===== config.mk =====
export PLATFORM = sky130hd
export DESIGN_NAME = max_gap_seat_allocator_top
export DESIGN_NICKNAME = d
export VERILOG_FILES = /design/src/rtl/msa_pkg.sv /design/src/rtl/max_gap_seat_allocator_top.sv /design/src/rtl/msa_cell.sv /design/src/rtl/msa_ring.sv
export VERILOG_INCLUDE_DIRS = /design/src /design/src/rtl
export SDC_FILE = /design/constraint.sdc
export NUM_CORES = 2
export LEC_CHECK = 0
export BUFFER_PORTS_ARGS = -buffer_cell sky130_fd_sc_hd__buf_2
export CAP_MARGIN = 10
export CELL_PAD_IN_SITES_DETAIL_PLACEMENT = 1
export CELL_PAD_IN_SITES_GLOBAL_PLACEMENT = 1
export CORE_MARGIN = 2
export CORE_UTILIZATION = 47
export DETAILED_ROUTE_END_ITERATION = 10
export GPL_TIMING_DRIVEN = 1
export MAX_ROUTING_LAYER = met4
export PLACE_DENSITY = 0.9
export SLEW_MARGIN = 15
export SYNTH_ARGS = -nofsm -noshare
export SYNTH_HDL_FRONTEND = slang
export SYNTH_SLANG_ARGS = --single-unit

===== constraint.sdc =====
create_clock -name clock -period 9.3 [get_ports clock]
set_clock_uncertainty 0.2 [all_clocks]
set_input_delay 0.465 -clock clock [delete_from_list [all_inputs] [get_ports clock]]
set_output_delay 0.465 -clock clock [all_outputs]
set_load 0.005 [all_outputs]

===== src/rtl/max_gap_seat_allocator_top_defines.svh =====
// Assertion macros for the seat allocator RTL.
`ifndef MAX_GAP_SEAT_ALLOCATOR_TOP_DEFINES_SVH
`define MAX_GAP_SEAT_ALLOCATOR_TOP_DEFINES_SVH

`ifndef SYNTH
// same-cycle implication
`define MSA_ASSERT_IMP(lbl, clk, rst, ante, cons, msg) \
   lbl: assert property (@(posedge clk) disable iff (rst) (ante) |-> (cons)) else $error(msg);
// next-cycle implication
`define MSA_ASSERT_NXT(lbl, clk, rst, ante, cons, msg) \
   lbl: assert property (@(posedge clk) disable iff (rst) (ante) |=> (cons)) else $error(msg);
`else
`define MSA_ASSERT_IMP(lbl, clk, rst, ante, cons, msg)
`define MSA_ASSERT_NXT(lbl, clk, rst, ante, cons, msg)
`endif

`endif


===== src/rtl/msa_pkg.sv =====
// Types and constants of the max-gap seat allocator.
`default_nettype none
package msa_pkg;

   localparam int unsigned POS_W    = 10;
   localparam int unsigned SC_W     = 11;
   localparam int unsigned TDATA_W  = 16;
   localparam logic [SC_W-1:0] SC_RESET = 11'd1024;

   localparam logic MODE_SEAT  = 1'b0;
   localparam logic MODE_LEAVE = 1'b1;

   typedef enum logic [1:0] {
      ST_SEATED = 2'd0,
      ST_LEFT   = 2'd1,
      ST_FULL   = 2'd2,
      ST_BAD    = 2'd3
   } status_type;

   // controls from the sequencer to the cell row
   typedef struct packed {
      logic shift;       // rotate the row by one seat
      logic clear_head;  // drop the head seat's bit as it wraps round
      logic set;         // occupy the seat on set_idx
   } ring_ctl_type;

endpackage
`default_nettype wire


===== src/rtl/max_gap_seat_allocator_top.sv =====
// Top level of the max-gap seat allocator: stream ports, sequencer and cell row.
//
// Seat allocator over a row of MAX_SEATS seats. A seat beat (tuser = 0) takes
// the free seat furthest from any occupied one: seat 0, the lower midpoint of
// the widest inner gap, or the last seat, ties to the lowest index; an empty
// room gives seat 0, a full room gives status 2. A leave beat (tuser = 1)
// frees the seat in tdata, or reports status 3 if it is out of range or free.
// Occupancy lives in a ring of one-bit cells that rotates past a single scan
// unit; each request passes through the accept state, one full turn with a scan
// step for each seat, and a finish step that settles the result and waits
// while the output register is full. The ring length, not seat_count, sets
// the length of the turn. One item is in flight at a time; a finished
// result sits in an output register, so the next request is taken while it
// waits for rsp_tready. seat_count is written on the csr channel, which is
// always ready; write it only with the block idle.
`default_nettype none
`include "max_gap_seat_allocator_top_defines.svh"
module max_gap_seat_allocator_top import msa_pkg::*; #(
   parameter int unsigned MAX_SEATS = 1024
) (
   input  wire logic               clock,
   input  wire logic               reset,
   // requests
   input  wire logic               req_tvalid,
   output logic                    req_tready,
   input  wire logic [TDATA_W-1:0] req_tdata,   // [9:0] position, rest zero
   input  wire logic               req_tuser,   // [0] mode
   // results
   output logic                    rsp_tvalid,
   input  wire logic               rsp_tready,
   output logic [TDATA_W-1:0]      rsp_tdata,   // [9:0] seat_index, rest zero
   output logic [1:0]              rsp_tuser,   // [1:0] status
   // seat_count register
   input  wire logic               csr_valid,
   output logic                    csr_ready,
   input  wire logic [SC_W-1:0]    csr_wdata    // [10:0] seat_count
);

   localparam int unsigned IW = (MAX_SEATS > 1) ? $clog2(MAX_SEATS) : 1;
   // wide enough for any seat index, seat_count and MAX_SEATS itself
   localparam int unsigned CW = ((IW > SC_W) ? IW : SC_W) + 1;
   localparam logic [CW-1:0] MAX_W  = CW'(MAX_SEATS);
   localparam logic [IW-1:0] LAST_I = IW'(MAX_SEATS - 1);

   typedef enum logic [1:0] {
      S_IDLE,
      S_SCAN,
      S_FINISH
   } state_type;

   state_type      state_ff, state_in;
   logic [IW-1:0]  idx_ff, idx_in;
   logic           mode_ff, mode_in;
   logic [POS_W-1:0] pos_ff, pos_in;
   logic           any_ff, any_in;
   logic           hit_ff, hit_in;
   logic [CW-1:0]  prev_ff, prev_in;
   logic [CW-1:0]  best_dist_ff, best_dist_in;
   logic [CW-1:0]  best_seat_ff, best_seat_in;
   logic [CW-1:0]  count_ff, count_in;
   logic [SC_W-1:0] sc_ff, sc_in;
   logic           rsp_valid_ff, rsp_valid_in;
   logic [POS_W-1:0] rsp_seat_ff, rsp_seat_in;
   status_type     rsp_status_ff, rsp_status_in;

   ring_ctl_type   ctl;
   logic [IW-1:0]  set_idx;
   logic           head_occ;

   logic [CW-1:0]  n_eff;
   logic [CW-1:0]  i_w;
   logic [CW-1:0]  pos_w;
   logic [CW-1:0]  half;
   logic [CW-1:0]  right;
   logic [CW-1:0]  target;
   logic           in_range;
   logic           pos_ok;

   // effective seat count: zero acts as one, clipped to the ring length
   always_comb begin
      n_eff = CW'(sc_ff);
      if (sc_ff == '0) begin
         n_eff = CW'(1);
      end else if (CW'(sc_ff) > MAX_W) begin
         n_eff = MAX_W;
      end
   end

   assign i_w      = CW'(idx_ff);
   assign pos_w    = CW'(pos_ff);
   assign in_range = (i_w < n_eff);
   assign pos_ok   = (pos_w < n_eff);
   assign half     = (i_w - prev_ff) >> 1;
   assign right    = n_eff - CW'(1) - prev_ff;
   assign target   = any_ff ? ((right > best_dist_ff) ? (n_eff - CW'(1)) : best_seat_ff)
                            : '0;

   assign req_tready = (state_ff == S_IDLE);
   assign csr_ready  = 1'b1;

   always_comb begin
      state_in      = state_ff;
      idx_in        = idx_ff;
      mode_in       = mode_ff;
      pos_in        = pos_ff;
      any_in        = any_ff;
      hit_in        = hit_ff;
      prev_in       = prev_ff;
      best_dist_in  = best_dist_ff;
      best_seat_in  = best_seat_ff;
      count_in      = count_ff;
      sc_in         = sc_ff;
      rsp_valid_in  = rsp_valid_ff && !rsp_tready;
      rsp_seat_in   = rsp_seat_ff;
      rsp_status_in = rsp_status_ff;
      ctl           = '0;
      set_idx       = target[IW-1:0];

      if (csr_valid && csr_ready) begin
         sc_in = csr_wdata;
      end

      case (state_ff)
         S_IDLE: begin
            if (req_tvalid) begin
               mode_in      = req_tuser;
               pos_in       = req_tdata[POS_W-1:0];
               any_in       = 1'b0;
               hit_in       = 1'b0;
               prev_in      = '0;
               best_dist_in = '0;
               best_seat_in = '0;
               count_in     = '0;
               state_in     = S_SCAN;
            end
         end
         S_SCAN: begin
            ctl.shift = 1'b1;
            // one seat per cycle passes the head
            if (in_range && head_occ) begin
               count_in = count_ff + CW'(1);
               if (!any_ff) begin
                  best_dist_in = i_w;
                  best_seat_in = '0;
                  any_in       = 1'b1;
               end else if (half > best_dist_ff) begin
                  best_dist_in = half;
                  best_seat_in = prev_ff + half;
               end
               prev_in = i_w;
            end
            if ((mode_ff == MODE_LEAVE) && (i_w == pos_w)) begin
               hit_in         = head_occ;
               ctl.clear_head = pos_ok;
            end
            if (idx_ff == LAST_I) begin
               idx_in   = '0;
               state_in = S_FINISH;
            end else begin
               idx_in = idx_ff + IW'(1);
            end
         end
         S_FINISH: begin
            // row is back at home; wait for room in the output register
            if (!rsp_valid_ff || rsp_tready) begin
               rsp_valid_in = 1'b1;
               state_in     = S_IDLE;
               if (mode_ff == MODE_LEAVE) begin
                  rsp_seat_in   = pos_ff;
                  rsp_status_in = (pos_ok && hit_ff) ? ST_LEFT : ST_BAD;
               end else if (count_ff == n_eff) begin
                  rsp_seat_in   = '0;
                  rsp_status_in = ST_FULL;
               end else begin
                  ctl.set       = 1'b1;
                  rsp_seat_in   = target[POS_W-1:0];
                  rsp_status_in = ST_SEATED;
               end
            end
         end
         default: begin
            state_in = S_IDLE;
         end
      endcase
   end

   always_ff @(posedge clock) begin
      if (reset) begin
         state_ff     <= S_IDLE;
         idx_ff       <= '0;
         sc_ff        <= SC_RESET;
         rsp_valid_ff <= 1'b0;
      end else begin
         state_ff     <= state_in;
         idx_ff       <= idx_in;
         sc_ff        <= sc_in;
         rsp_valid_ff <= rsp_valid_in;
      end
      mode_ff       <= mode_in;
      pos_ff        <= pos_in;
      any_ff        <= any_in;
      hit_ff        <= hit_in;
      prev_ff       <= prev_in;
      best_dist_ff  <= best_dist_in;
      best_seat_ff  <= best_seat_in;
      count_ff      <= count_in;
      rsp_seat_ff   <= rsp_seat_in;
      rsp_status_ff <= rsp_status_in;
   end

   msa_ring #(
      .MAX_SEATS (MAX_SEATS),
      .IW        (IW)
   ) u_ring (
      .clock    (clock),
      .reset    (reset),
      .ctl      (ctl),
      .set_idx  (set_idx),
      .head_occ (head_occ)
   );

   assign rsp_tvalid = rsp_valid_ff;
   assign rsp_tdata  = TDATA_W'(rsp_seat_ff);
   assign rsp_tuser  = rsp_status_ff;

   // ring must sit at home whenever no scan runs
   `MSA_ASSERT_IMP(a_ring_home, clock, reset, state_ff != S_SCAN, idx_ff == '0, "ring not at home outside scan")
   // an accepted beat always starts a scan
   `MSA_ASSERT_NXT(a_accept_scan, clock, reset, req_tvalid && req_tready, state_ff == S_SCAN, "accepted beat did not start scan")
   // occupied count within range never passes n
   `MSA_ASSERT_IMP(a_count_le_n, clock, reset, state_ff == S_FINISH, count_ff <= n_eff, "occupied count above seat count")
   // a granted seat lies inside the room
   `MSA_ASSERT_IMP(a_grant_range, clock, reset, $rose(rsp_valid_ff) && (rsp_status_ff == ST_SEATED), CW'(rsp_seat_ff) < n_eff, "granted seat beyond seat count")

endmodule
`default_nettype wire


===== src/rtl/msa_cell.sv =====
// One seat cell: a single occupancy bit on the rotating row.
`default_nettype none
module msa_cell #(
   parameter int unsigned IW    = 10,
   parameter int unsigned INDEX = 0
) (
   input  wire logic          clock,
   input  wire logic          reset,
   input  wire logic          shift_en,
   input  wire logic          shift_in,
   input  wire logic          set_en,
   input  wire logic [IW-1:0] set_idx,
   output logic               occ
);

   logic occ_ff;
   logic occ_in;

   always_comb begin
      occ_in = occ_ff;
      if (shift_en) begin
         occ_in = shift_in;
      end
      // set only happens with the row at home, so the fixed index is the seat
      if (set_en && (set_idx == IW'(INDEX))) begin
         occ_in = 1'b1;
      end
   end

   always_ff @(posedge clock) begin
      if (reset) begin
         occ_ff <= 1'b0;
      end else begin
         occ_ff <= occ_in;
      end
   end

   assign occ = occ_ff;

endmodule
`default_nettype wire


===== src/rtl/msa_ring.sv =====
// Row of seat cells wired as a rotating ring, head at cell 0.
`default_nettype none
module msa_ring import msa_pkg::*; #(
   parameter int unsigned MAX_SEATS = 1024,
   parameter int unsigned IW        = 10
) (
   input  wire logic          clock,
   input  wire logic          reset,
   input  wire ring_ctl_type  ctl,
   input  wire logic [IW-1:0] set_idx,
   output logic               head_occ
);

   logic [MAX_SEATS-1:0] occ;
   logic [MAX_SEATS-1:0] link;

   // each cell takes its upper neighbour; the head wraps to the top cell
   always_comb begin
      link = {occ[0] & ~ctl.clear_head, occ[MAX_SEATS-1:1]};
   end

   for (genvar k = 0; k < MAX_SEATS; k++) begin : g_cell
      msa_cell #(
         .IW    (IW),
         .INDEX (k)
      ) u_cell (
         .clock    (clock),
         .reset    (reset),
         .shift_en (ctl.shift),
         .shift_in (link[k]),
         .set_en   (ctl.set),
         .set_idx  (set_idx),
         .occ      (occ[k])
      );
   end

   assign head_occ = occ[0];

endmodule
`default_nettype wire

# [Yosys cells after proc, flatten, opt, wreduce, memory -nomap -nowiden]
# Cells that the tools add are included.
[word_totals] reg_bits=1119 in_bits=33 out_inout_bits=21
[op_classes] muxes=2088 addsub=6 n_eq_ne=1034 n_bitwise=2 n_reduce_logical=2065 order_cmp=5
[op_table] operator="$eq 10x10->1 const B" count=513
[op_table] operator="$eq 10x9->1 const B" count=256
[op_table] operator="$mux 1" count=2058
[op_table] operator="$reduce_bool 2->1" count=1025
[op_table] operator="$eq 10x8->1 const B" count=128
[op_table] operator="$logic_and 1x1->1" count=1028
[op_table] operator="$eq 10x7->1 const B" count=64
[op_table] operator="$eq 10x6->1 const B" count=32
[op_table] operator="$eq 10x5->1 const B" count=16
[op_table] operator="$mux 12" count=7
[op_table] operator="$eq 10x4->1 const B" count=8
[op_table] operator="$mux 10" count=8
[op_table] operator="$pmux 12 s2" count=3
[op_table] operator="$eq 10x3->1 const B" count=4
[op_table] operator="$lt 10x12->1" count=2
[op_table] operator="$eq 10x2->1 const B" count=2
[op_table] operator="$pmux 10 s2" count=1
[op_table] operator="$mux 2" count=7
[op_table] operator="$add 12x1->12 const B" count=1
[op_table] operator="$eq 12x12->1" count=1
[op_table] operator="$gt 11x12->1" count=1
[op_table] operator="$gt 12x12->1" count=1
[op_table] operator="$sub 10x12->12" count=1
[op_table] operator="$sub 12x1->12 const B" count=1
[op_table] operator="other kinds (23)" count=32

# [Longest topological paths before layout]
[logic_depth] depth_word=11 ltp_mapped=30

# [By module]
# From an unflattened synthesis, not the netlist that was laid out.
[hier_totals] hier_cells=6879 hier_area_um2=77300.4
[by_module_without_submodules] module="msa_cell at u_ring.g_cell[1008].u_cell ..." area_per_inst_um2=70.1 n_inst=209 cells_each=6
[by_module_without_submodules] module="msa_cell at u_ring.g_cell[103].u_cell ..." area_per_inst_um2=68.8 n_inst=206 cells_each=6
[by_module_without_submodules] module="msa_cell at u_ring.g_cell[1001].u_cell ..." area_per_inst_um2=67.6 n_inst=167 cells_each=6
[by_module_without_submodules] module="msa_cell at u_ring.g_cell[113].u_cell ..." area_per_inst_um2=71.3 n_inst=139 cells_each=6
[by_module_without_submodules] module="msa_cell at u_ring.g_cell[1000].u_cell ..." area_per_inst_um2=66.3 n_inst=120 cells_each=6
[by_module_without_submodules] module="max_gap_seat_allocator_top" area_per_inst_um2=6924.1 n_inst=1 cells_each=734
[by_module_without_submodules] module="msa_cell at u_ring.g_cell[143].u_cell ..." area_per_inst_um2=72.6 n_inst=76 cells_each=6
[by_module_without_submodules] module="msa_cell at u_ring.g_cell[1003].u_cell ..." area_per_inst_um2=65.1 n_inst=57 cells_each=6
[by_module_without_submodules] module="msa_cell at u_ring.g_cell[0].u_cell ..." area_per_inst_um2=63.8 n_inst=35 cells_each=6
[by_module_without_submodules] module="msa_cell at u_ring.g_cell[1007].u_cell ..." area_per_inst_um2=62.6 n_inst=10 cells_each=6
[by_module_without_submodules] module="msa_cell at u_ring.g_cell[860].u_cell ..." area_per_inst_um2=61.3 n_inst=4 cells_each=6
[by_module_without_submodules] module="msa_cell at u_ring.g_cell[1023].u_cell" area_per_inst_um2=60.1 n_inst=1 cells_each=6
[by_module_without_submodules] module="msa_ring" area_per_inst_um2=13.8 n_inst=1 cells_each=1

# [Worst setup path before layout]
# OpenSTA, ideal clock, no wires.
[synth_path] kind="reg2reg" startpoint="register sc_ff[7]" endpoint="register u_ring.g_cell[309].u_cell.occ_ff" path_slack_ns=2.330 arrival_ns=6.677 stages_incl_launch_ff=30 cell_sequence="dfxtp_1 -> clkbuf_1 -> nor4_1 -> nand3_1 -> a21oi_1 -> inv_2 -> ha_1 -> clkbuf_1 -> xor2_1 -> inv_1 -> ha_1 -> nor2b_1 -> o21ai_0 -> a21boi_0 -> o21ai_0 -> a21oi_1 -> o21ai_0 -> mux2i_1 -> o311ai_0 -> ha_1 -> nand3_1 -> o311ai_1 -> o21a_1 -> clkbuf_1 -> buf_1 -> o21ai_0 -> a211oi_1 -> buf_2 -> nand2_1 -> o32ai_1"
[synth_via] elab_chain_len=11 word_cells_on_any_way=18 cone_classes="add/sub: 2; order compare: 2; eq/ne: 2; mux: 9; reduce/logical: 3"
[synth_rtl] item="from (decl)" line_no="max_gap_seat_allocator_top.sv:61" text="logic [SC_W-1:0] sc_ff, sc_in;"
[synth_rtl] item="from (signal assigned)" line_no="max_gap_seat_allocator_top.sv:196" text="sc_ff <= sc_in;"
[synth_rtl] item="$gt 11x11->1" line_no="max_gap_seat_allocator_top.sv:84" text="end else if (CW'(sc_ff) > MAX_W) begin"
[synth_rtl] item="$mux 11" line_no="max_gap_seat_allocator_top.sv:84"
[synth_rtl] item="$mux 12 *" line_no="max_gap_seat_allocator_top.sv:82" text="if (sc_ff == '0) begin"
[synth_rtl] item="$sub 12x1->12" line_no="max_gap_seat_allocator_top.sv:95" text="assign target = any_ff ? ((right > best_dist_ff) ? (n_eff - CW'(1)) : best_seat_ff)"
[synth_rtl] item="$sub 12x12->12" line_no="max_gap_seat_allocator_top.sv:94" text="assign right = n_eff - CW'(1) - prev_ff;"
[synth_rtl] item="$gt 12x12->1" line_no="max_gap_seat_allocator_top.sv:95"
[synth_rtl] item="$mux 10 (2 in a row)" line_no="max_gap_seat_allocator_top.sv:95"
[synth_rtl] item="$eq 10x9->1" line_no="msa_cell.sv:25" text="if (set_en && (set_idx == IW'(INDEX))) begin"
[synth_rtl] item="$logic_and 1x1->1 *" line_no="msa_cell.sv:25"
[synth_rtl] item="$mux 1 or $reduce_bool 2->1 (tied branches)"
[synth_rtl] item="to (signal assigned)" line_no="msa_cell.sv:34" text="occ_ff <= occ_in;"
[synth_rtl] item="to (decl)" line_no="msa_cell.sv:16" text="logic occ_ff;"
# Mark *: on every way between the ends. The rest lies on a longest branch, timed or not.
# A chain may end at the register's enable or synchronous reset.

# [Worst setup path after layout]
[layout_path] startpoint="register sc_ff[2]" endpoint="register u_ring.g_cell[178].u_cell.occ_ff"
[layout_via] elab_chain_len=11 word_cells_on_any_way=18 cone_classes="add/sub: 2; order compare: 2; eq/ne: 2; mux: 9; reduce/logical: 3"
[layout_rtl] item="$gt 11x11->1" line_no="max_gap_seat_allocator_top.sv:84"
[layout_rtl] item="$mux 11" line_no="max_gap_seat_allocator_top.sv:84"
[layout_rtl] item="$mux 12 *" line_no="max_gap_seat_allocator_top.sv:82"
[layout_rtl] item="$sub 12x1->12" line_no="max_gap_seat_allocator_top.sv:95"
[layout_rtl] item="$sub 12x12->12" line_no="max_gap_seat_allocator_top.sv:94"
[layout_rtl] item="$gt 12x12->1" line_no="max_gap_seat_allocator_top.sv:95"
[layout_rtl] item="$mux 10 (2 in a row)" line_no="max_gap_seat_allocator_top.sv:95"
[layout_rtl] item="$eq 10x8->1" line_no="msa_cell.sv:25"
[layout_rtl] item="$logic_and 1x1->1 *" line_no="msa_cell.sv:25"
[layout_rtl] item="$mux 1 or $reduce_bool 2->1 (tied branches)"
[layout_rtl] item="to (signal assigned)" line_no="msa_cell.sv:34"
[layout_rtl] item="to (decl)" line_no="msa_cell.sv:16"
# Marks and branches as above.

==> impl_results.md <==
- Critical path required time: 9.71 ns
- Fmax: 115 MHz
- Cell Pwr Density: 199 nW/um^2
- Status: complete, no violations
- Count of pins over their slew limit: 0
- EDFF count, synth: 68
- # diodes: 0
- Tightest Pin Transition: 1.16 ns
- Setup TNS: 0 ns
- Yosys reg bits: 1116
- Layout Cells excl Fill: 7654
- Port Buffers: 40
- Share of layout cells above drive strength 1: 0.0659
- Total power: 11.0 mW
- Syn_area_per_cell: 7.63 sq um
- Reg-to-reg slack, setup: 0.60 ns
- Global-route wire length before repair: 268000 um
- Clock transition at path regs: 0.06 ns
- Crit-path slowest cell: nor2_2
- Drt drc: 0
- # fillers: 12.7k
- All-Layer GR Usage: 0.306
- DR iter-0 viols: 5125
- DR vias/cell: 6.33
- RePlAce Congestion: 0.906
- Worst Setup End Kind: flop
- Core region area: 105000 sq um
- Period utilisation layout: 0.936
- Site Rows: 119
- Delay of the slowest cell on the worst path: 0.78 ns
- Largest net degree at the start of global routing: 238
- CTS tree: yes
- Post-CTS Resized: 0
- VDD IR max: 0.000147 V
- Synth async-reset ratio: 0
- Antenna-violating nets left: 0
- Avg WL per Cell: 21.6 um
- Kind of critical path: flop to flop
- Synth-to-layout area growth: 10.8%
- Initial Util: 0.474
- Worst Hold Class: input pin to flop
- CTS buffer count: 114
- CTS H-tree lvls: 3
- Most common flop cell mapped by yosys: dfxtp_1
- Drt total wl: 165000 um
- Synth unique cells: 79
- Max Buffers Root-to-Sink: 3
- Die Span Y: 330 um
- Die area: 109000 sq um
- Clock period minus worst slack: 8.70 ns
- DR vias: 48.4k
- Yosys Warn Count: 0
- Vias in the first global route: 49.8k
- Clock root cell: clkbuf_16
- Die X: 330 um
- CP Max Fanout: 37
- NumNets Final: 6278
- # setup viols final: 0
- Leak: 16.8 nW
- Max Cap Viol: 0
- Clk_lat worst skew: 0.71 ns
- Hold_ws: 0.0540 ns
- Worst slew margin: 0.225
- Final hold violation count: 0
- Grt ovf: 0
- Startpoint types: flop
- CTS sink count: 1116
- I/O pin cnt: 54
- Cells after Synth: 6538
- DP Cell Count: 7420
- DRT Pass-1 Iters: 5
- RSZ-0062 raised after global routing: no
- Cell area after synthesis: 49900 sq um
- Sequential fraction of the synthesis area: 0.462
- Critical Path AT: 9.11 ns
- Hpwl dp: 88000 um
- Antenna violations before repair: 0
[worst max-delay path: cells and delay by family (launching register included)]
| kind | cells | cell delay [ns] |
|---|---|---|
| simple gates | 7 | 2.50 |
| flops | 1 | 0.47 |
| xor+xnor | 1 | 0.53 |
| buf+inv | 5 | 1.14 |
| mux | 2 | 0.60 |
| fa+ha+maj | 3 | 1.08 |
| compound gates | 9 | 2.03 |
[through the flow]
step / util / instance area [sq um] / worst slack [ns]
after floorplan: - / 49900 / 2.33
after global placement: 0.485 / 51100 / 1.38
after detailed placement: 0.485 / 51100 / 1.00
after CTS: 0.525 / 55200 / 0.810
after global routing: 0.525 / 55200 / 0.172
final: 0.525 / 55200 / 0.596
[worst paths after layout]
kind,cells after the start,start,end
min,3,csr_valid,sc_ff[9]
max,27,sc_ff[2],u_ring.g_cell[178].u_cell.occ
min reg2reg,2,u_ring.g_cell[788].u_cell.occ,u_ring.g_cell[787].u_cell.occ
max reg2reg,27,sc_ff[2],u_ring.g_cell[178].u_cell.occ
[state kept, by name (all words and copies together) (netlist names)]
name / flops
any_ff: 1
state_ff: 2
pos_ff: 10
rsp_tuser: 2
mode_ff: 1
idx_ff: 10
hit_ff: 1
count_ff: 12
u_ring.g_cell.u_cell.occ: 1024
sc_ff: 11
prev_ff: 10
best_seat_ff: 10
best_dist_ff: 11
rsp_tvalid: 1
rsp_seat_ff: 10
[layout make-up]
| type | count | area (sq um) | share of cell area |
|---|---|---|---|
| well taps | 1391 | 1740 | 0.0315 |
| multi-input cells | 4693 | 24200 | 0.437 |
| inverters | 54 | 210 | 0.00380 |
| flip-flops and latches | 1116 | 23000 | 0.417 |
| clock buffers | 171 | 3480 | 0.0631 |
| repair buffers | 192 | 2180 | 0.0395 |
| clock inverters | 37 | 442 | 0.00799 |
[cells in the final DEF (no fill, tap or decap), drive strengths merged, types with 30 or more instances in the layout]
master and n:
edfxtp 68, inv 58, ha 71, mux2i 30, a31oi 897, nand3 929, clkbuf 171, nand2 1906
o21ai 49, nor2 357, dfxtp 1048, o32ai 130, buf 166, a21oi 45
[cells by family after synthesis]
logic type | share of synthesized area
other | 0.000151
DFF | 0.462
adders and majority gates | 0.0190
AOI/OAI and AO/OA | 0.163
buffers and inverters | 0.0608
xor gates and xnor gates | 0.00861
and+or+nand+nor | 0.280
muxes | 0.00650
[power breakdown]
group	total, mW	switching, mW	internal [mW]
registers	4.96	0.0600	4.90
logic	1.17	0.871	0.303
clock network	4.83	2.01	2.83
total	11.0	2.94	8.03
[metal layers]
metal / wire length, um / global-route usage
met1: 69800 / 0.382
met2: 79900 / 0.500
met3: 9360 / 0.0426
met4: 6120 / 0.124
met5: 0 / -
[repair_timing]
item                                   CTS  global route
hold buffers                            26             0
endpoints found under the hold margin   25             0
buffers inserted                         0             0
[cell usage after synthesis (17+ instances only)]
master | instances | area (sq um)
a21oi_1 | 45 | 225
nand2_1 | 1904 | 7150
ha_1 | 71 | 888
inv_1 | 51 | 191
xnor2_1 | 25 | 219
nor2_1 | 357 | 1340
mux2i_1 | 29 | 290
o21ai_0 | 38 | 190
a21o_1 | 22 | 165
dfxtp_1 | 1048 | 21000
a31oi_1 | 897 | 5610
nor3_1 | 17 | 85.1
clkbuf_1 | 474 | 1780
xor2_1 | 24 | 210
buf_2 | 183 | 916
edfxtp_1 | 68 | 2040
o32ai_1 | 130 | 1140
nand3_1 | 929 | 4650
Power figures use the tool's default switching activity.
